**src/rtl/core/rgav_pkg.sv**
```systemverilog
// Shared types and constants for the read/genome abundance vote block.
package rgav_pkg;

  localparam int MAX_GENOMES = 64;
  localparam int GENOME_W    = $clog2(MAX_GENOMES);
  localparam int READ_W      = 32;
  localparam int COORD_W     = 16;
  localparam int SUM_W       = 32;
  localparam int CFG_W       = 7;
  localparam int PROD_L_W    = SUM_W + CFG_W;
  localparam int PROD_R_W    = CFG_W + COORD_W;
  localparam int IN_DATA_W   = 88;
  localparam int OUT_DATA_W  = 40;
  localparam int PERCENT     = 100;

  localparam logic REG_THRESHOLD = 1'b0;
  localparam logic REG_GENOMES   = 1'b1;

  localparam logic MODE_FRAG   = 1'b0;
  localparam logic MODE_FINISH = 1'b1;

  typedef enum logic [2:0] {
    ST_IDLE,
    ST_JUDGE,
    ST_VOTE,
    ST_CNT_RD,
    ST_CNT_WR,
    ST_OUT_RD,
    ST_OUT_SEND
  } state_t;

  typedef struct packed {
    logic capture;
    logic judge;
    logic vote;
    logic cnt_rd;
    logic cnt_wr;
    logic out_rd;
    logic out_next;
  } cmd_t;

  typedef struct packed {
    logic is_finish;
    logic close_read;
    logic out_last;
  } status_t;

endpackage

```
**src/rtl/core/rgav_ctrl.sv**
```systemverilog
// Controller state machine for the abundance vote block.
module rgav_ctrl (
  input  logic             clk,
  input  logic             rst,
  input  logic             s_axis_tvalid,
  output logic             s_axis_tready,
  output logic             m_axis_tvalid,
  input  logic             m_axis_tready,
  input  rgav_pkg::status_t sts,
  output rgav_pkg::cmd_t    cmd
);

  rgav_pkg::state_t state, state_next;

  always_ff @(posedge clk) begin
    if (rst) begin
      state <= rgav_pkg::ST_IDLE;
    end else begin
      state <= state_next;
    end
  end

  always_comb begin
    state_next    = state;
    cmd           = '0;
    s_axis_tready = 1'b0;
    m_axis_tvalid = 1'b0;
    case (state)
      rgav_pkg::ST_IDLE: begin
        s_axis_tready = 1'b1;
        if (s_axis_tvalid) begin
          cmd.capture = 1'b1;
          state_next  = rgav_pkg::ST_JUDGE;
        end
      end
      rgav_pkg::ST_JUDGE: begin
        cmd.judge  = 1'b1;
        state_next = rgav_pkg::ST_VOTE;
      end
      rgav_pkg::ST_VOTE: begin
        cmd.vote = 1'b1;
        if (sts.close_read) begin
          state_next = rgav_pkg::ST_CNT_RD;
        end else if (sts.is_finish) begin
          state_next = rgav_pkg::ST_OUT_RD;
        end else begin
          state_next = rgav_pkg::ST_IDLE;
        end
      end
      rgav_pkg::ST_CNT_RD: begin
        cmd.cnt_rd = 1'b1;
        state_next = rgav_pkg::ST_CNT_WR;
      end
      rgav_pkg::ST_CNT_WR: begin
        cmd.cnt_wr = 1'b1;
        state_next = sts.is_finish ? rgav_pkg::ST_OUT_RD : rgav_pkg::ST_IDLE;
      end
      rgav_pkg::ST_OUT_RD: begin
        cmd.out_rd = 1'b1;
        state_next = rgav_pkg::ST_OUT_SEND;
      end
      rgav_pkg::ST_OUT_SEND: begin
        m_axis_tvalid = 1'b1;
        if (m_axis_tready) begin
          if (sts.out_last) begin
            state_next = rgav_pkg::ST_IDLE;
          end else begin
            cmd.out_next = 1'b1;
            state_next   = rgav_pkg::ST_OUT_RD;
          end
        end
      end
      default: begin
        state_next = rgav_pkg::ST_IDLE;
      end
    endcase
  end

endmodule

```
**src/rtl/core/rgav_dp.sv**
```systemverilog
// Datapath: read/group tracking, coverage test, vote and counter memory.
module rgav_dp (
  input  logic                              clk,
  input  logic                              rst,
  input  logic                              cfg_we,
  input  logic                              cfg_index,
  input  logic [rgav_pkg::CFG_W-1:0]        cfg_data,
  input  logic [rgav_pkg::IN_DATA_W-1:0]    s_axis_tdata,
  input  logic                              s_axis_tuser,
  output logic [rgav_pkg::OUT_DATA_W-1:0]   m_axis_tdata,
  output logic                              m_axis_tlast,
  input  rgav_pkg::cmd_t                    cmd,
  output rgav_pkg::status_t                 sts
);

  localparam int GW = rgav_pkg::GENOME_W;
  localparam int CW = rgav_pkg::COORD_W;
  localparam int SW = rgav_pkg::SUM_W;

  function automatic logic [SW-1:0] sat_add(input logic [SW-1:0] a,
                                            input logic [CW-1:0] b);
    logic [SW:0] s;
    s = {1'b0, a} + {{(SW+1-CW){1'b0}}, b};
    return s[SW] ? {SW{1'b1}} : s[SW-1:0];
  endfunction

  // configuration
  logic [rgav_pkg::CFG_W-1:0] coverage_threshold;
  logic [rgav_pkg::CFG_W-1:0] genomes_in_use;

  always_ff @(posedge clk) begin
    if (rst) begin
      coverage_threshold <= '0;
      genomes_in_use     <= rgav_pkg::CFG_W'(rgav_pkg::MAX_GENOMES);
    end else if (cfg_we) begin
      case (cfg_index)
        rgav_pkg::REG_THRESHOLD: coverage_threshold <= cfg_data;
        rgav_pkg::REG_GENOMES:   genomes_in_use     <= cfg_data;
        default: ;
      endcase
    end
  end

  // captured word
  logic                          it_mode;
  logic [rgav_pkg::READ_W-1:0]   it_rid;
  logic [GW-1:0]                 it_gid;
  logic [CW-1:0]                 it_xe;
  logic [CW-1:0]                 it_len;
  logic [CW-1:0]                 it_ident;
  logic                          it_kept;

  always_ff @(posedge clk) begin
    if (cmd.capture) begin
      it_mode  <= s_axis_tuser;
      it_rid   <= s_axis_tdata[31:0];
      it_gid   <= s_axis_tdata[37:32];
      it_xe    <= s_axis_tdata[53:38];
      it_len   <= s_axis_tdata[69:54];
      it_ident <= s_axis_tdata[85:70];
      it_kept  <= s_axis_tdata[86];
    end
  end

  // tracking state
  logic                          started;
  logic [rgav_pkg::READ_W-1:0]   current_read;
  logic [GW-1:0]                 current_genome;
  logic [CW-1:0]                 read_extent;
  logic [SW-1:0]                 group_coverage;
  logic [SW-1:0]                 group_identity_sum;
  logic [SW-1:0]                 best_identity;
  logic [GW-1:0]                 best_genome;
  logic                          best_valid;

  logic                          new_read;
  logic                          new_genome;
  logic [CW-1:0]                 ext_max;
  logic [CW-1:0]                 judge_ext;
  logic                          closing_group;
  logic                          closing_read;

  assign new_read      = it_rid != current_read;
  assign new_genome    = it_gid != current_genome;
  assign ext_max       = (it_xe > read_extent) ? it_xe : read_extent;
  assign judge_ext     = (it_mode == rgav_pkg::MODE_FRAG && !new_read) ? ext_max
                                                                       : read_extent;
  assign closing_group = started && (it_mode == rgav_pkg::MODE_FINISH || new_read ||
                                     new_genome);
  assign closing_read  = started && (it_mode == rgav_pkg::MODE_FINISH || new_read);

  logic [rgav_pkg::PROD_L_W-1:0] prod_lhs;
  logic [rgav_pkg::PROD_R_W-1:0] prod_rhs;

  always_ff @(posedge clk) begin
    if (cmd.judge) begin
      prod_lhs <= rgav_pkg::PROD_L_W'(group_coverage) *
                  rgav_pkg::PROD_L_W'(rgav_pkg::PERCENT);
      prod_rhs <= rgav_pkg::PROD_R_W'(coverage_threshold) *
                  rgav_pkg::PROD_R_W'(judge_ext);
    end
  end

  logic group_pass;
  logic group_better;

  assign group_pass   = (prod_lhs > rgav_pkg::PROD_L_W'(prod_rhs)) &&
                        (group_identity_sum != '0);
  assign group_better = !best_valid || (group_identity_sum > best_identity) ||
                        (group_identity_sum == best_identity &&
                         current_genome < best_genome);

  logic [SW-1:0] start_cov;
  logic [SW-1:0] start_ident;

  assign start_cov   = it_kept ? SW'(it_len) : '0;
  assign start_ident = it_kept ? SW'(it_ident) : '0;

  always_ff @(posedge clk) begin
    if (rst) begin
      started            <= 1'b0;
      current_read       <= '0;
      current_genome     <= '0;
      read_extent        <= '0;
      group_coverage     <= '0;
      group_identity_sum <= '0;
      best_identity      <= '0;
      best_genome        <= '0;
      best_valid         <= 1'b0;
    end else if (cmd.vote) begin
      if (closing_group && group_pass && group_better) begin
        best_identity <= group_identity_sum;
        best_genome   <= current_genome;
        best_valid    <= 1'b1;
      end
      if (it_mode == rgav_pkg::MODE_FINISH) begin
        started            <= 1'b0;
        current_read       <= '0;
        current_genome     <= '0;
        read_extent        <= '0;
        group_coverage     <= '0;
        group_identity_sum <= '0;
      end else if (!started || new_read) begin
        started            <= 1'b1;
        current_read       <= it_rid;
        read_extent        <= it_xe;
        current_genome     <= it_gid;
        group_coverage     <= start_cov;
        group_identity_sum <= start_ident;
      end else begin
        read_extent <= ext_max;
        if (new_genome) begin
          current_genome     <= it_gid;
          group_coverage     <= start_cov;
          group_identity_sum <= start_ident;
        end else if (it_kept) begin
          group_coverage     <= sat_add(group_coverage, it_len);
          group_identity_sum <= sat_add(group_identity_sum, it_ident);
        end
      end
    end else if (cmd.cnt_wr) begin
      best_identity <= '0;
      best_genome   <= '0;
      best_valid    <= 1'b0;
    end
  end

  // counter memory, entries read as zero until first written
  logic [SW-1:0]                    cnt_mem [rgav_pkg::MAX_GENOMES];
  logic [rgav_pkg::MAX_GENOMES-1:0] cnt_valid;
  logic [SW-1:0]                    rd_data;
  logic                             rd_valid;
  logic [GW-1:0]                    rd_addr;
  logic [GW-1:0]                    out_idx;
  logic [SW-1:0]                    cnt_value;
  logic [SW-1:0]                    cnt_inc;

  assign rd_addr   = cmd.cnt_rd ? best_genome : out_idx;
  assign cnt_value = rd_valid ? rd_data : '0;
  assign cnt_inc   = (cnt_value == {SW{1'b1}}) ? cnt_value : cnt_value + SW'(1);

  always_ff @(posedge clk) begin
    if (cmd.cnt_rd || cmd.out_rd) begin
      rd_data <= cnt_mem[rd_addr];
    end
    if (cmd.cnt_wr && best_valid) begin
      cnt_mem[best_genome] <= cnt_inc;
    end
  end

  always_ff @(posedge clk) begin
    if (rst) begin
      cnt_valid <= '0;
      rd_valid  <= 1'b0;
    end else begin
      if (cmd.cnt_rd || cmd.out_rd) begin
        rd_valid <= cnt_valid[rd_addr];
      end
      if (cmd.cnt_wr && best_valid) begin
        cnt_valid[best_genome] <= 1'b1;
      end
    end
  end

  // readout
  logic [GW-1:0] last_idx;

  always_comb begin
    if (genomes_in_use == '0) begin
      last_idx = '0;
    end else if (genomes_in_use > rgav_pkg::CFG_W'(rgav_pkg::MAX_GENOMES)) begin
      last_idx = GW'(rgav_pkg::MAX_GENOMES - 1);
    end else begin
      last_idx = GW'(genomes_in_use - rgav_pkg::CFG_W'(1));
    end
  end

  always_ff @(posedge clk) begin
    if (rst) begin
      out_idx <= '0;
    end else if (cmd.capture) begin
      out_idx <= '0;
    end else if (cmd.out_next) begin
      out_idx <= out_idx + GW'(1);
    end
  end

  assign m_axis_tdata = {(rgav_pkg::OUT_DATA_W - SW - GW)'(0), cnt_value, out_idx};
  assign m_axis_tlast = out_idx == last_idx;

  assign sts.is_finish  = it_mode == rgav_pkg::MODE_FINISH;
  assign sts.close_read = closing_read;
  assign sts.out_last   = out_idx == last_idx;

endmodule

```
**src/rtl/core/read_genome_abundance_vote.sv**
```systemverilog
// Top level of the read/genome abundance vote block.
//
// Input stream s_axis: one word per fragment or finish request. tuser is the mode
// (0 fragment, 1 finish). Fragments come sorted by read, then by genome.
// Output stream m_axis: on finish, one word per genome counter, index 0 up to
// genomes_in_use-1 (clamped to 1..64), tlast on the final one.
// Config port: cfg_we/cfg_index/cfg_data; index 0 coverage_threshold,
// index 1 genomes_in_use. Write only while the block is idle.
// Sequencing: one word in flight at a time. A fragment is captured, judged and
// voted; one that closes a read adds a read-modify-write of the counter memory.
// A finish takes the same steps, then per counter word a registered memory read
// and then the output word. s_axis_tready is low until done.
// A stalled receiver holds the current output word; nothing else advances.
// Reset: sync, active high; clears tracking, config to defaults and all
// counters to zero at once (per-entry valid bits), ready the next cycle.
module read_genome_abundance_vote (
  input  logic                            clk,
  input  logic                            rst,
  input  logic                            cfg_we,
  input  logic                            cfg_index,
  input  logic [rgav_pkg::CFG_W-1:0]      cfg_data,
  input  logic                            s_axis_tvalid,
  output logic                            s_axis_tready,
  // read_id, genome_id, x_end, frag_length, identities, kept
  input  logic [rgav_pkg::IN_DATA_W-1:0]  s_axis_tdata,
  // mode
  input  logic                            s_axis_tuser,
  output logic                            m_axis_tvalid,
  input  logic                            m_axis_tready,
  // genome_index, abundance
  output logic [rgav_pkg::OUT_DATA_W-1:0] m_axis_tdata,
  output logic                            m_axis_tlast
);

  rgav_pkg::cmd_t    cmd;
  rgav_pkg::status_t sts;

  rgav_ctrl u_ctrl (
    .clk           (clk),
    .rst           (rst),
    .s_axis_tvalid (s_axis_tvalid),
    .s_axis_tready (s_axis_tready),
    .m_axis_tvalid (m_axis_tvalid),
    .m_axis_tready (m_axis_tready),
    .sts           (sts),
    .cmd           (cmd)
  );

  rgav_dp u_dp (
    .clk          (clk),
    .rst          (rst),
    .cfg_we       (cfg_we),
    .cfg_index    (cfg_index),
    .cfg_data     (cfg_data),
    .s_axis_tdata (s_axis_tdata),
    .s_axis_tuser (s_axis_tuser),
    .m_axis_tdata (m_axis_tdata),
    .m_axis_tlast (m_axis_tlast),
    .cmd          (cmd),
    .sts          (sts)
  );

  a_no_overlap: assert property (@(posedge clk) disable iff (rst)
    s_axis_tready |-> !m_axis_tvalid)
    else $error("input ready while output word pending");

  a_one_in_flight: assert property (@(posedge clk) disable iff (rst)
    s_axis_tvalid && s_axis_tready |=> !s_axis_tready)
    else $error("second word accepted while busy");

  a_ready_after_last: assert property (@(posedge clk) disable iff (rst)
    m_axis_tvalid && m_axis_tready && m_axis_tlast |=> s_axis_tready)
    else $error("not ready after final counter word");

endmodule
```
**config.mk**
```make
export PLATFORM = sky130hd
export DESIGN_NAME = read_genome_abundance_vote
export DESIGN_NICKNAME = d
export VERILOG_FILES = /design/src/rtl/core/rgav_pkg.sv /design/src/rtl/core/rgav_ctrl.sv /design/src/rtl/core/rgav_dp.sv /design/src/rtl/core/read_genome_abundance_vote.sv
export SDC_FILE = /design/constraint.sdc
export NUM_CORES = 2
export LEC_CHECK = 0
export BUFFER_PORTS_ARGS = -buffer_cell sky130_fd_sc_hd__buf_2
export CAP_MARGIN = 20
export CORE_MARGIN = 5
export CORE_UTILIZATION = 52
export CTS_CLUSTER_DIAMETER = 150
export CTS_CLUSTER_SIZE = 25
export DETAILED_ROUTE_END_ITERATION = 8
export PLACE_DENSITY_LB_ADDON = 0.15
export SLEW_MARGIN = 40
export SYNTH_ARGS = -nofsm -noshare
export SYNTH_HDL_FRONTEND = slang
export SYNTH_SLANG_ARGS = --single-unit
```
**constraint.sdc**
```tcl
create_clock -name clk -period 11.05 [get_ports clk]
set_clock_uncertainty 0.1 [all_clocks]
set_input_delay 0.5525 -clock clk [delete_from_list [all_inputs] [get_ports clk]]
set_output_delay 0.5525 -clock clk [all_outputs]
set_load 0.05 [all_outputs]
```
==> flow_summary.yaml <==
yosys:
  syn_area_sq_mm: 0.1060
  syn_avg_cell_area_sq_um: 15.98
  ys_seq_area_share_pct: 67.75
  synth.top_cell.area_share_pct: 63.10
  synth_seq_cells: 2474
  yosys.area.top_type: "edfxtp_1"
  synth.area.top_cells: "edfxtp_1, mux4_2, dfxtp_1"
  synth_ff_type: "edfxtp_1"
  yosysWarnings: 0
  async_flop_share_pct: 0
  postSynthCellCount: 6635
  yosysMostFrequentCell: "edfxtp_1"
  synth_common_cells: "edfxtp_1, nand2_1, mux4_2"
  ys_types: 87
  synth_edf_count: 2228
global_route:
  track_usage_pct: 25.50
  overflow: 0
  grt_max_degree: 127
  grt_pass1_wl_um: 399400
  grt_pass1_vias: 59710
  antenna_found_initial: 2
power:
  p_per_area_mw_per_mm2: 133.9
  seqPwrFrac_pct: 66.2
  power_leakage_nw: 43.64
  p_int_mw: 12.22
  p_sw_mw: 3.219
  pwr-share-comb_pct: 3.3
  vdd_drop_max_mv: 0.1860
  switching_share_pct: 20.85
  power.share.clock_pct: 30.5
floorplan:
  die_x_um: 461.5
  core_sq_mm: 0.2025
  start_util_pct: 52.35
  fp-row-count: 165
  dieArea_sq_mm: 0.2130
  io_pins: 145
  die_y_um: 461.5
route:
  postRouteAntennaNets: 0
  route.detailed.drc: 0
  drt-initial-drc-count: 5866
  wl_per_cell_um: 28.46
  vias: 59810
  routed_wirelength_um: 272100
  via_per_inst: 6.255
  first_pass_iters: 5
setup_path:
  endpoint_kind: "flip-flop"
  critical_path.startpoint_type: "flip-flop"
  crit_fanout: 17
  required_ns: 11.50
  crit_buf_inv: 5
  critical_path.max_stage_delay_ns: 0.73
  path_class: "flip-flop to flip-flop"
  path_delay_family: "adder cells"
  crit_chain: "xnor2_1 -> nand4_1 -> nor4_1 -> buf_4 -> nand2_1 -> nor2_1 -> nand3_2 -> mux2i_1 -> nor2b_1 -> fa_1 -> inv_1 -> fa_1 -> inv_1 -> fa_1 -> inv_1 -> fa_1 -> inv_1 -> ha_1 -> o31ai_1 -> a31oi_1 -> a41o_1 -> o31a_1 -> a221oi_1 -> xnor2_1"
  cpMaxStageDelayCell: "mux2i_1"
  arrival_ns: 8.21
timing:
  setup_viol: 0
  period_minus_slack_ns: 7.759
  hold_viol: 0
  relSlewSlack_pct: 40.26
  drv_slew: 0
  period_share_pct: 70.22
  worstMarginPinSlew_ns: 0.8961
  rsz0062_at_grt: "false"
  tns_ns: 0
  max_freq_mhz: 128.9
outcome:
  status: "finished clean"
clock_tree:
  cts_buffers: 109
  postCtsSetupBuffers: 0
  clk-insertion-delay-late_ns: 0.83
  cts.sinks: 2474
  clock_path_buffers: 3
  root_buffer: "clkbuf_16"
  cts.clk_slew.worst_paths_ns: 0.11
  cts.htree.levels: 3
  cts_tree: "yes"
finish:
  drive_above_1_share_pct: 16.19
  utilization_pct: 56.96
  nNetsFinal: 7295
  final_cell_area_sq_mm: 0.1154
  syn_to_final_growth_pct: 8.806
  fill_cells: 15640
place:
  placed_area_sq_mm: 0.1111
  dp_hpwl_um: 149900
  port_buffers: 141
  gp_congestion: 0.8294
job:
  max_cap_violations: 0
worst_hold_path:
  holdCritPathClass: "flip-flop to flip-flop"
==> logic make-up after synthesis <==
logic type,after synthesis,synth area share (%)
flops,2474,67.75
buf+inv,637,2.419
mux,604,11.92
compound gates,722,4.625
simple gates,1707,7.300
other cells,1,0.003537
fa+ha+maj,351,4.836
xor+xnor,139,1.148
==> layer usage <==
layer / routed length, um / global-route usage [%] / share of wire (%) / vias to the layer above
li1: - / - / - / 25690
met1: 110400 / 35.44 / 41 / 31420
met2: 133100 / 42.88 / 49 / 2348
met3: 19270 / 3.224 / 7.1 / 348
met4: 9333 / 7.422 / 3.4 / 0
met5: 0 / 0 / 0 / -
==> registers in the layout (all words and copies together) (netlist names), 23 cells and up <==
signal,cells
u_dp.cnt_valid,64
u_dp.prod_rhs,23
u_dp.current_read,32
u_dp.rd_data,32
u_dp.best_identity,32
u_dp.cnt_mem,2048
u_dp.group_identity_sum,32
u_dp.group_coverage,32
u_dp.it_rid,32
u_dp.prod_lhs,37
==> worst paths after layout <==
path | start | end | slack (ns) | cells after the start
worst max-delay path | u_dp.it_rid[11]$_DFFE_PP_ | u_dp.prod_rhs[21]$_DFFE_PP_ | 3.29 | 24
worst min-delay path | u_dp.best_identity[29]$_SDFFE_PP0P_ | u_dp.best_identity[29]$_SDFFE_PP0P_ | 0.37 | 2
worst max register to register | u_dp.it_rid[11]$_DFFE_PP_ | u_dp.prod_rhs[21]$_DFFE_PP_ | 3.29 | 24
worst min register to register | u_dp.best_identity[29]$_SDFFE_PP0P_ | u_dp.best_identity[29]$_SDFFE_PP0P_ | 0.37 | 2
==> layout make-up <==
type                            count  area [sq um]  area share, %
Inverter                          318          1194          1.035
Tap cell                         2672          3343          2.898
Multi-Input combinational cell   3525         32660          28.31
Clock buffer                      144          2880          2.497
Clock inverter                      7         182.7         0.1584
Antenna cell                        8         20.02        0.01735
Sequential cell                  2474         71830          62.27
Timing Repair Buffer              414          3249          2.817
==> cells in the final DEF, fill, tap and decap left out, types with 127 or more instances in the layout <==
master and count:
nor2_1 211, buf_4 151, a21oi_1 127, ha_1 253
nand2_1 805, o21ai_0 136, nand3_1 222, edfxtp_1 2228
dfxtp_1 246, mux4_2 526, buf_2 140, inv_1 317
==> tightest hold or removal path: stages (launching register included) <==
cell	delay (ns)
dfxtp_1	0.32
nand2_1	0.05
mux2i_1	0.06
==> stage by stage <==
| stage | hold slack (ns) | cells | power, mW | setup WS (ns) |
|---|---|---|---|---|
| after floorplan | 0.3348 | 6636 | 10.75 | 4.362 |
| after global placement | 0.3415 | 9281 | 10.90 | 2.777 |
| after detailed placement | 0.3504 | 9297 | 10.91 | 3.163 |
| after CTS | 0.2941 | 9551 | 15.55 | 3.133 |
| after global routing | 0.3268 | 9557 | 15.94 | 2.642 |
| final | 0.3669 | 9562 | 15.44 | 3.291 |
==> power groups by stage <==
stage / sequential (mW) / clock (mW) / combinational [mW]
detailed placement: 10.4 / 0 / 0.477
global route: 10.2 / 5.14 / 0.559
floorplan: 10.4 / 0 / 0.338
finish: 10.2 / 4.71 / 0.504
CTS: 10.2 / 4.82 / 0.509
global placement: 10.4 / 0 / 0.466
==> what timing repair did <==
action                                 4_1_cts  5_1_grt
endpoints found under the hold margin      113        0
hold buffers                               103        0
gates resized for setup                      0        0
Power figures use the tool's default switching activity.
